<file path="config.mk">
export PLATFORM = sky130hd
export DESIGN_NAME = timed_led_blink_controller
export DESIGN_NICKNAME = d
export VERILOG_FILES = /design/src/hdl/tlb_pkg.sv /design/src/hdl/tlb_core.sv /design/src/hdl/tlb_out_buf.sv /design/src/hdl/timed_led_blink_controller.sv
export SDC_FILE = /design/constraint.sdc
export NUM_CORES = 1
export LEC_CHECK = 0
export BUFFER_PORTS_ARGS = -buffer_cell sky130_fd_sc_hd__buf_2
export CAP_MARGIN = 30
export CORE_MARGIN = 2
export CORE_UTILIZATION = 52
export DETAILED_ROUTE_END_ITERATION = 16
export GPL_TIMING_DRIVEN = 0
export PLACE_DENSITY = 0.75
export SLEW_MARGIN = 5
export SYNTH_ARGS = -nofsm -noshare
export SYNTH_HDL_FRONTEND = slang
export SYNTH_SLANG_ARGS = --single-unit
</file>
<file path="constraint.sdc">
create_clock -name clk -period 3.2 [get_ports clk]
set_input_delay 0.16 -clock clk [delete_from_list [all_inputs] [get_ports clk]]
set_output_delay 0.16 -clock clk [all_outputs]
set_load 0.02 [all_outputs]
</file>
<file path="src/hdl/tlb_pkg.sv">
`default_nettype none
// ----------------------------------------------------------------------------
// tlb_pkg
// Types, constants and helpers shared by the timed led blink controller.
// ----------------------------------------------------------------------------
package tlb_pkg;

    localparam int unsigned MAX_BLINK_MS_DEF    = 15000;
    localparam int unsigned SETTLE_DELAY_MS_DEF = 50;

    localparam logic signed [31:0] STEADY_THRESHOLD = 32'sd3600000;
    localparam logic signed [31:0] REQ_BLINK_FOREVER = -32'sd1;

    localparam logic [1:0] FREQ_LEVEL_RESET = 2'd1;

    localparam logic [1:0] FREQ_FAST = 2'd0;
    localparam logic [1:0] FREQ_SLOW = 2'd2;

    localparam logic [9:0] HALF_FAST_MS = 10'd250;
    localparam logic [9:0] HALF_MID_MS  = 10'd500;
    localparam logic [9:0] HALF_SLOW_MS = 10'd1000;

    localparam logic CMD_TICK  = 1'b0;
    localparam logic CMD_WRITE = 1'b1;

    typedef enum logic [1:0] {
        MODE_IDLE,
        MODE_BLINK
    } tlb_mode_t;

    typedef struct packed {
        logic              command;
        logic signed [31:0] request_ms;
    } tlb_in_item_t;

    typedef struct packed {
        logic        led_level;
        logic [13:0] remaining_ms;
    } tlb_out_item_t;

    function automatic logic [9:0] half_period(input logic [1:0] level);
        logic [9:0] hp;
        case (level)
            FREQ_FAST: hp = HALF_FAST_MS;
            FREQ_SLOW: hp = HALF_SLOW_MS;
            default:   hp = HALF_MID_MS;
        endcase
        return hp;
    endfunction

endpackage
`default_nettype wire

</file>
<file path="src/hdl/tlb_core.sv">
`default_nettype none
// ----------------------------------------------------------------------------
// tlb_core
// Blink, settle and timeout state, updated once per accepted item.
// ----------------------------------------------------------------------------
module tlb_core
    import tlb_pkg::*;
#(
    parameter int unsigned MAX_BLINK_MS    = MAX_BLINK_MS_DEF,
    parameter int unsigned SETTLE_DELAY_MS = SETTLE_DELAY_MS_DEF
)
(
    input  wire logic          clk,
    input  wire logic          rst_n,
    input  wire logic          item_accept,
    input  wire tlb_in_item_t  item,
    input  wire logic          cfg_write,
    input  wire logic [1:0]    cfg_data,
    output tlb_out_item_t      result
);

    localparam logic [13:0] MAX_MS    = 14'(MAX_BLINK_MS);
    localparam logic [5:0]  SETTLE_MS = 6'(SETTLE_DELAY_MS);
    localparam logic signed [31:0] MAX_MS_S = $signed({18'd0, MAX_MS});

    logic [1:0]  freq_level_reg;
    tlb_mode_t   mode_reg, mode_next;
    logic [9:0]  phase_reg, phase_next;
    logic        led_reg, led_next;
    logic [13:0] timeout_reg, timeout_next;
    logic [5:0]  settle_reg, settle_next;
    logic        target_reg, target_next;

    logic [10:0] phase_inc;

    always_comb
    begin
        mode_next    = mode_reg;
        phase_next   = phase_reg;
        led_next     = led_reg;
        timeout_next = timeout_reg;
        settle_next  = settle_reg;
        target_next  = target_reg;
        phase_inc    = {1'b0, phase_reg} + 11'd1;

        if (item.command == CMD_WRITE)
        begin
            timeout_next = '0;
            if (item.request_ms == 32'sd0 || item.request_ms > STEADY_THRESHOLD)
            begin
                // off or steady on, applied after the settle delay
                mode_next   = MODE_IDLE;
                phase_next  = '0;
                target_next = (item.request_ms != 32'sd0);
                settle_next = SETTLE_MS;
                if (SETTLE_MS == 6'd0)
                begin
                    led_next = target_next;
                end
            end
            else if (item.request_ms == REQ_BLINK_FOREVER || item.request_ms > 32'sd0)
            begin
                mode_next   = MODE_BLINK;
                phase_next  = '0;
                settle_next = '0;
                led_next    = 1'b1;
                if (item.request_ms > 32'sd0)
                begin
                    timeout_next = (item.request_ms > MAX_MS_S) ? MAX_MS
                                                               : item.request_ms[13:0];
                end
            end
        end
        else
        begin
            if (mode_reg == MODE_BLINK)
            begin
                if (phase_inc >= {1'b0, half_period(freq_level_reg)})
                begin
                    led_next   = ~led_reg;
                    phase_next = '0;
                end
                else
                begin
                    phase_next = phase_inc[9:0];
                end
            end
            else if (settle_reg != 6'd0)
            begin
                settle_next = settle_reg - 6'd1;
                if (settle_next == 6'd0)
                begin
                    led_next = target_reg;
                end
            end

            if (timeout_reg != 14'd0)
            begin
                timeout_next = timeout_reg - 14'd1;
                if (timeout_next == 14'd0)
                begin
                    // expiry stops the blink and starts an off settle
                    mode_next   = MODE_IDLE;
                    phase_next  = '0;
                    target_next = 1'b0;
                    settle_next = SETTLE_MS;
                    if (SETTLE_MS == 6'd0)
                    begin
                        led_next = 1'b0;
                    end
                end
            end
        end
    end

    always_comb
    begin
        result.led_level    = led_next;
        result.remaining_ms = timeout_next;
    end

    always_ff @(posedge clk or negedge rst_n)
    begin
        if (!rst_n)
        begin
            freq_level_reg <= FREQ_LEVEL_RESET;
            mode_reg       <= MODE_IDLE;
            phase_reg      <= '0;
            led_reg        <= 1'b0;
            timeout_reg    <= '0;
            settle_reg     <= '0;
            target_reg     <= 1'b0;
        end
        else
        begin
            if (cfg_write)
            begin
                freq_level_reg <= cfg_data;
            end
            if (item_accept)
            begin
                mode_reg    <= mode_next;
                phase_reg   <= phase_next;
                led_reg     <= led_next;
                timeout_reg <= timeout_next;
                settle_reg  <= settle_next;
                target_reg  <= target_next;
            end
        end
    end

`ifndef NO_ASSERTIONS
    a_timeout_only_blinking: assert property (@(posedge clk) disable iff (!rst_n)
        (timeout_reg != 14'd0) |-> (mode_reg == MODE_BLINK))
        else $error("timeout running outside blink");

    a_settle_only_idle: assert property (@(posedge clk) disable iff (!rst_n)
        (settle_reg != 6'd0) |-> (mode_reg == MODE_IDLE))
        else $error("settle pending while blinking");

    a_phase_in_range: assert property (@(posedge clk) disable iff (!rst_n)
        phase_reg < HALF_SLOW_MS)
        else $error("phase count beyond longest half period");
`endif

endmodule
`default_nettype wire

</file>
<file path="src/hdl/tlb_out_buf.sv">
`default_nettype none
// ----------------------------------------------------------------------------
// tlb_out_buf
// Output register plus a skid stage that holds one more result during stalls.
// ----------------------------------------------------------------------------
module tlb_out_buf
    import tlb_pkg::*;
(
    input  wire logic          clk,
    input  wire logic          rst_n,
    input  wire logic          push,
    input  wire tlb_out_item_t push_data,
    output logic               full,
    output logic               out_valid,
    input  wire logic          out_stall,
    output tlb_out_item_t      out_item
);

    logic          main_valid_reg, main_valid_next;
    logic          skid_valid_reg, skid_valid_next;
    tlb_out_item_t main_data_reg, main_data_next;
    tlb_out_item_t skid_data_reg, skid_data_next;
    logic          pop;

    assign pop = main_valid_reg && !out_stall;

    always_comb
    begin
        main_valid_next = main_valid_reg;
        skid_valid_next = skid_valid_reg;
        main_data_next  = main_data_reg;
        skid_data_next  = skid_data_reg;
        if (pop)
        begin
            if (skid_valid_reg)
            begin
                main_data_next  = skid_data_reg;
                skid_valid_next = push;
                skid_data_next  = push_data;
            end
            else
            begin
                main_valid_next = push;
                main_data_next  = push_data;
            end
        end
        else if (push)
        begin
            if (!main_valid_reg)
            begin
                main_valid_next = 1'b1;
                main_data_next  = push_data;
            end
            else
            begin
                skid_valid_next = 1'b1;
                skid_data_next  = push_data;
            end
        end
    end

    always_ff @(posedge clk or negedge rst_n)
    begin
        if (!rst_n)
        begin
            main_valid_reg <= 1'b0;
            skid_valid_reg <= 1'b0;
        end
        else
        begin
            main_valid_reg <= main_valid_next;
            skid_valid_reg <= skid_valid_next;
        end
    end

    always_ff @(posedge clk)
    begin
        main_data_reg <= main_data_next;
        skid_data_reg <= skid_data_next;
    end

    assign full      = skid_valid_reg;
    assign out_valid = main_valid_reg;
    assign out_item  = main_data_reg;

`ifndef NO_ASSERTIONS
    a_skid_behind_main: assert property (@(posedge clk) disable iff (!rst_n)
        skid_valid_reg |-> main_valid_reg)
        else $error("skid holds data while output register is empty");

    a_no_overflow: assert property (@(posedge clk) disable iff (!rst_n)
        push |-> !skid_valid_reg)
        else $error("push into a full buffer");

    a_drain_empties: assert property (@(posedge clk) disable iff (!rst_n)
        (pop && !skid_valid_reg && !push) |=> !main_valid_reg)
        else $error("output still valid after last transfer");
`endif

endmodule
`default_nettype wire

</file>
<file path="src/hdl/timed_led_blink_controller.sv">
`default_nettype none
// ----------------------------------------------------------------------------
// timed_led_blink_controller
// Drives one led from millisecond ticks and enable writes.
// ----------------------------------------------------------------------------
// usage
//   in channel: in_valid / in_stall / in_item. command 0 is a one ms tick,
//   command 1 an enable write with request_ms (0 off, -1 blink forever,
//   above 3600000 steady on, other positives a timed blink).
//   out channel: out_valid / out_stall / out_item, one result per input
//   transfer, carrying the led level and the remaining timeout in ms.
//   cfg channel: cfg_valid / cfg_ready / cfg_data writes freq_level
//   (half period 250, 500 or 1000 ms); cfg_ready is always high.
//   each result is registered in the output buffer on its input transfer.
//   throughput: one item per cycle while in_stall is low; the state
//   update is a single compare and count step between the state registers.
//   stall: the output register plus a skid stage absorb one extra result,
//   in_stall rises only when both hold data.
//   reset: led dark, no blink, no timeout, freq_level 1, buffers empty.
// ----------------------------------------------------------------------------
module timed_led_blink_controller
    import tlb_pkg::*;
#(
    parameter int unsigned MAX_BLINK_MS    = MAX_BLINK_MS_DEF,
    parameter int unsigned SETTLE_DELAY_MS = SETTLE_DELAY_MS_DEF
)
(
    input  wire logic          clk,
    input  wire logic          rst_n,
    input  wire logic          in_valid,
    output logic               in_stall,
    input  wire tlb_in_item_t  in_item,
    output logic               out_valid,
    input  wire logic          out_stall,
    output tlb_out_item_t      out_item,
    input  wire logic          cfg_valid,
    output logic               cfg_ready,
    input  wire logic [1:0]    cfg_data
);

    logic          accept;
    logic          buf_full;
    tlb_out_item_t result;

    assign in_stall  = buf_full;
    assign accept    = in_valid && !buf_full;
    assign cfg_ready = 1'b1;

    tlb_core #(
        .MAX_BLINK_MS    (MAX_BLINK_MS),
        .SETTLE_DELAY_MS (SETTLE_DELAY_MS)
    ) u_core (
        .clk         (clk),
        .rst_n       (rst_n),
        .item_accept (accept),
        .item        (in_item),
        .cfg_write   (cfg_valid && cfg_ready),
        .cfg_data    (cfg_data),
        .result      (result)
    );

    // result is taken in the same cycle as the input transfer
    tlb_out_buf u_out_buf (
        .clk       (clk),
        .rst_n     (rst_n),
        .push      (accept),
        .push_data (result),
        .full      (buf_full),
        .out_valid (out_valid),
        .out_stall (out_stall),
        .out_item  (out_item)
    );

endmodule
`default_nettype wire

</file>
==> impl_metrics.prom <==
# TYPE chip_impl_metric gauge
chip_impl_metric{name="globalplace.congestion",unit=""} 0.965
chip_impl_info{name="worstSetupEndpointType",value="flip-flop"} 1
chip_impl_metric{name="maxCapViolations",unit=""} 0
chip_impl_info{name="synth_area_leader_cell",value="sky130_fd_sc_hd__dfrtp_1"} 1
chip_impl_metric{name="synthesis.area",unit="um2"} 4200
chip_impl_metric{name="slew_headroom",unit="%"} 44.1
chip_impl_metric{name="synth.distinct_cells",unit=""} 69
chip_impl_metric{name="synth-compound-area-share",unit="%"} 18.8
chip_impl_metric{name="drc",unit=""} 0
chip_impl_metric{name="leakage_power_total",unit="nW"} 1.98
chip_impl_info{name="timing.rr.end",value="u_out_buf.out_item[14]"} 1
chip_impl_info{name="most-common-layout-cells",value="sky130_fd_sc_hd__buf_2 (59), sky130_fd_sc_hd__nor2_1 (39), sky130_fd_sc_hd__dfrtp_1 (33)"} 1
chip_impl_info{name="hold_path_startpoint",value="cfg_data[0]"} 1
chip_impl_metric{name="detail-route-antenna-nets",unit=""} 0
chip_impl_info{name="most_frequent_standard_cell_in_the_layout_excluding_fill_and_tap_cells",value="sky130_fd_sc_hd__buf_2"} 1
chip_impl_metric{name="hold_depth",unit=""} 3
chip_impl_info{name="hp-class",value="primary input to flip-flop"} 1
chip_impl_metric{name="final_core_utilization",unit="%"} 63.5
chip_impl_metric{name="grt_antenna_before_repair",unit=""} 0
chip_impl_metric{name="finalWirelength",unit="mm"} 10.1
chip_impl_metric{name="synth-seq-area-share",unit="%"} 43.5
chip_impl_metric{name="row_count",unit=""} 32
chip_impl_metric{name="grt_pass1_vias",unit=""} 3510
chip_impl_info{name="ys_top_cells_by_area",value="sky130_fd_sc_hd__dfrtp_1 (21%), sky130_fd_sc_hd__edfxtp_1 (21%), sky130_fd_sc_hd__mux2_2 (4.8%)"} 1
chip_impl_metric{name="postSynthCellCount",unit=""} 444
chip_impl_metric{name="final_min_period_over_clock_period",unit="%"} 96.3
chip_impl_metric{name="critical_path_peak_fanout",unit=""} 7
chip_impl_metric{name="clock-skew-final",unit="ps"} 13.7
chip_impl_metric{name="antennaDiodeCount",unit=""} 0
chip_impl_info{name="synth_top_family_by_area",value="simple AND/OR/NAND/NOR gates"} 1
chip_impl_metric{name="synth.net_count",unit=""} 496
chip_impl_metric{name="pre_cts_slack",unit="ps"} -295
chip_impl_metric{name="worst_r2r_path_depth",unit=""} 11
chip_impl_info{name="cp-start-kind",value="flip-flop"} 1
chip_impl_info{name="run_status",value="completed"} 1
chip_impl_metric{name="gr-usage-all-layers",unit="%"} 23.8
chip_impl_metric{name="cts_htree_levels",unit=""} 3
chip_impl_info{name="critical_path.reg2reg.startpoint",value="u_core.phase_reg[0]"} 1
chip_impl_metric{name="netlist.area_leader.share",unit="%"} 21.4
chip_impl_metric{name="synthToLayoutAreaGrowth",unit="%"} 17.5
chip_impl_metric{name="synth_fa_ha_area_share",unit="%"} 3.57
chip_impl_metric{name="synthesis.yosys.warnings",unit=""} 0
chip_impl_metric{name="powerDensity",unit="nW/um2"} 781
chip_impl_info{name="min_to",value="u_core.freq_level_reg[0]"} 1
chip_impl_metric{name="core_area",unit="um2"} 7770
chip_impl_metric{name="synth.ff_latch_count",unit=""} 67
chip_impl_metric{name="seqCellArea",unit="um2"} 1830
chip_impl_metric{name="async_flop_share",unit="%"} 55.2
chip_impl_metric{name="detail_route.first_pass.iterations",unit=""} 5
chip_impl_metric{name="dieArea",unit="um2"} 8820
chip_impl_metric{name="number_of_enable_flip_flop_cells_after_synthesis",unit=""} 30
chip_impl_metric{name="drt-vias-per-instance",unit=""} 5.99
chip_impl_metric{name="final_max_slew_viol_count",unit=""} 0
chip_impl_metric{name="wire_length_on_met2",unit="mm"} 5.05
chip_impl_metric{name="synthMuxAreaShare",unit="%"} 5.30
chip_impl_metric{name="ioPinCount",unit=""} 58
chip_impl_info{name="cts.root.buffer_cell",value="sky130_fd_sc_hd__clkbuf_8"} 1
chip_impl_info{name="tritoncts",value="built"} 1
chip_impl_metric{name="layout_setup_ws",unit="ps"} 117
chip_impl_metric{name="finalHoldWorstSlack",unit="ps"} 36.3
chip_impl_metric{name="post_route_cells_drive_above_1_share",unit="%"} 27.2
chip_impl_metric{name="detailroute.via_count",unit=""} 3715
chip_impl_metric{name="wl_met1",unit="mm"} 4.35
chip_impl_metric{name="worst-endpoint-required",unit="ps"} 3410
chip_impl_metric{name="cts.sinks",unit=""} 67
chip_impl_metric{name="ir_drop",unit="V"} 0.000399
chip_impl_metric{name="floorplan.die.width",unit="um"} 93.9
chip_impl_metric{name="drt-wirelength-per-cell",unit="um"} 16.2
chip_impl_metric{name="clk_transition_reported_paths",unit="ps"} 80
chip_impl_metric{name="overflow",unit=""} 0
chip_impl_metric{name="multi_input_comb_area",unit="um2"} 2280
chip_impl_metric{name="cts.path.max_buffers",unit=""} 2
chip_impl_metric{name="layout.nets",unit=""} 565
chip_impl_metric{name="syn_area_per_cell",unit="um2"} 9.46
chip_impl_metric{name="fraction_of_the_mapped_netlist_area_in_simple_logic_gates",unit="%"} 20.1
chip_impl_info{name="dr.max_layer_used",value="met4"} 1
chip_impl_metric{name="place.detailed.hpwl",unit="mm"} 7.63
chip_impl_metric{name="n_fill_cell",unit=""} 648
chip_impl_metric{name="setup_viol",unit=""} 0
chip_impl_metric{name="floorplan.initialDensity",unit="%"} 54.1
chip_impl_metric{name="worst_pin_slew",unit="ps"} 839
chip_impl_metric{name="route.met3.wl",unit="um"} 418
chip_impl_metric{name="worst-r2r-setup-slack",unit="ps"} 120
chip_impl_metric{name="yosys.area_share.xor_xnor",unit="%"} 3.75
chip_impl_metric{name="drt_iter0_markers",unit=""} 194
chip_impl_metric{name="worst_ep_arrival_time",unit="ps"} 3290
chip_impl_metric{name="grt_first_pass_wirelength",unit="mm"} 16.6
chip_impl_metric{name="clock_insertion_delay_worst_skew",unit="ps"} 340
chip_impl_metric{name="fin_area",unit="um2"} 4930
chip_impl_metric{name="place.port_buffers",unit=""} 56
chip_impl_metric{name="grt_max_degree",unit=""} 38
chip_impl_metric{name="tritoncts.num_buffers",unit=""} 9
chip_impl_info{name="synth_ff_type",value="sky130_fd_sc_hd__dfrtp_1"} 1
chip_impl_metric{name="fin_crit",unit="ps"} 3080
chip_impl_metric{name="die_h",unit="um"} 93.9
chip_impl_metric{name="post_dp_cell_area",unit="um2"} 4620
chip_impl_info{name="path_class",value="flip-flop to flip-flop"} 1
chip_impl_metric{name="finalHoldViolations",unit=""} 0
chip_impl_metric{name="fmaxAchievable",unit="GHz"} 0.324
-- stage by stage --
step           TNS (ps)  power [mW]  std cells
5_1_grt           -16.8        4.13        620
3_3_place_gp      -1500        3.12        602
6_report              0        3.85        620
3_5_place_dp      -1810        3.18        604
4_1_cts            -212        3.81        620
2_1_floorplan         0        2.69        444
-- final cells by class --
type,instances,area share (%)
inverters,24,1.83
clock buffers,9,2.51
repair buffers,61,6.54
plain buffers,20,2.13
well taps,102,2.59
clock inverters,7,1.09
multi-input cells,330,46.2
flip-flops and latches,67,37.1
-- critical path: stages, from the launching register on --
cell and delay (ps):
sky130_fd_sc_hd__dfrtp_2 460, sky130_fd_sc_hd__ha_4 200, sky130_fd_sc_hd__nand3_2 120, sky130_fd_sc_hd__or4_4 540, sky130_fd_sc_hd__xnor2_1 150, sky130_fd_sc_hd__ha_1 280, sky130_fd_sc_hd__nand3_1 60, sky130_fd_sc_hd__a21o_1 180
sky130_fd_sc_hd__o21a_4 230, sky130_fd_sc_hd__a311oi_2 330, sky130_fd_sc_hd__a2bb2oi_2 230, sky130_fd_sc_hd__mux2_2 180
-- routing by layer --
layer | global-route usage [%] | up-vias
met5 | 0 | -
met4 | 8.82 | 0
met3 | 4.57 | 23
met2 | 40.3 | 103
met1 | 30.3 | 1788
li1 | - | 1801
-- where the power goes --
group          switching [mW]  internal [mW]  leakage [nW]  total, mW
Combinational            1.05          0.689          1.15       1.73
Clock                   0.336          0.284        0.0770      0.620
Sequential              0.231           1.27         0.750       1.50
-- cell families after synthesis --
kind of cell | Yosys count
buffers and inverters | 47
flip-flops | 67
XOR/XNOR | 18
multiplexers | 20
adder cells (fa/ha/maj) | 12
AO/OA/AOI/OAI | 120
AND/OR/NAND/NOR | 159
other | 1
-- synthesized netlist by cell type, types with 4 or more instances --
cell type                  count
sky130_fd_sc_hd__nand4_1      10
sky130_fd_sc_hd__or2_2         4
sky130_fd_sc_hd__dfrtp_1      36
sky130_fd_sc_hd__a21oi_1      37
sky130_fd_sc_hd__ha_1         12
sky130_fd_sc_hd__clkbuf_1     15
sky130_fd_sc_hd__nand2_1      29
sky130_fd_sc_hd__buf_2         4
sky130_fd_sc_hd__mux2_2       18
sky130_fd_sc_hd__nor4_1       10
sky130_fd_sc_hd__a31oi_1       7
sky130_fd_sc_hd__or4_1         9
sky130_fd_sc_hd__xnor2_1       9
sky130_fd_sc_hd__edfxtp_1     30
sky130_fd_sc_hd__o22ai_1       8
sky130_fd_sc_hd__xor2_1        9
sky130_fd_sc_hd__nor2b_1       7
sky130_fd_sc_hd__nor2_1       40
sky130_fd_sc_hd__inv_1        23
sky130_fd_sc_hd__nand3_1      11
sky130_fd_sc_hd__nand2b_1      6
sky130_fd_sc_hd__o31ai_1       4
sky130_fd_sc_hd__o41ai_1       4
sky130_fd_sc_hd__nor3_1       13
sky130_fd_sc_hd__or3_1         4
sky130_fd_sc_hd__o21ai_0      20
-- worst max path at each step --
| stage | slack (ps) | cells after the start | startpoint | endpoint |
|---|---|---|---|---|
| 6_report | 120 | 11 | u_core.phase_reg[0] | u_out_buf.out_item[14] |
| 5_1_grt | -10 | 13 | u_core.phase_reg[2] | u_core.phase_reg[5] |
| 4_1_cts | -70 | 13 | u_core.phase_reg[2] | u_core.phase_reg[5] |
| 3_5_place_dp | -300 | 11 | u_core.phase_reg[0] | u_out_buf.out_item[14] |
| 3_3_place_gp | -270 | 11 | u_core.phase_reg[0] | u_out_buf.out_item[14] |
| 2_1_floorplan | 190 | 11 | u_core.phase_reg[0] | u_out_buf.out_item[14] |
-- what timing repair did --
item                                    CTS  global route
hold buffers                              2             0
setup buffers                             0             1
resized for setup                         6            23
hold endpoints to repair                 37             0
endpoints found under the setup margin   25            46
pin swaps                                 0             2
Note: power is estimated with default switching activity, not from simulation.
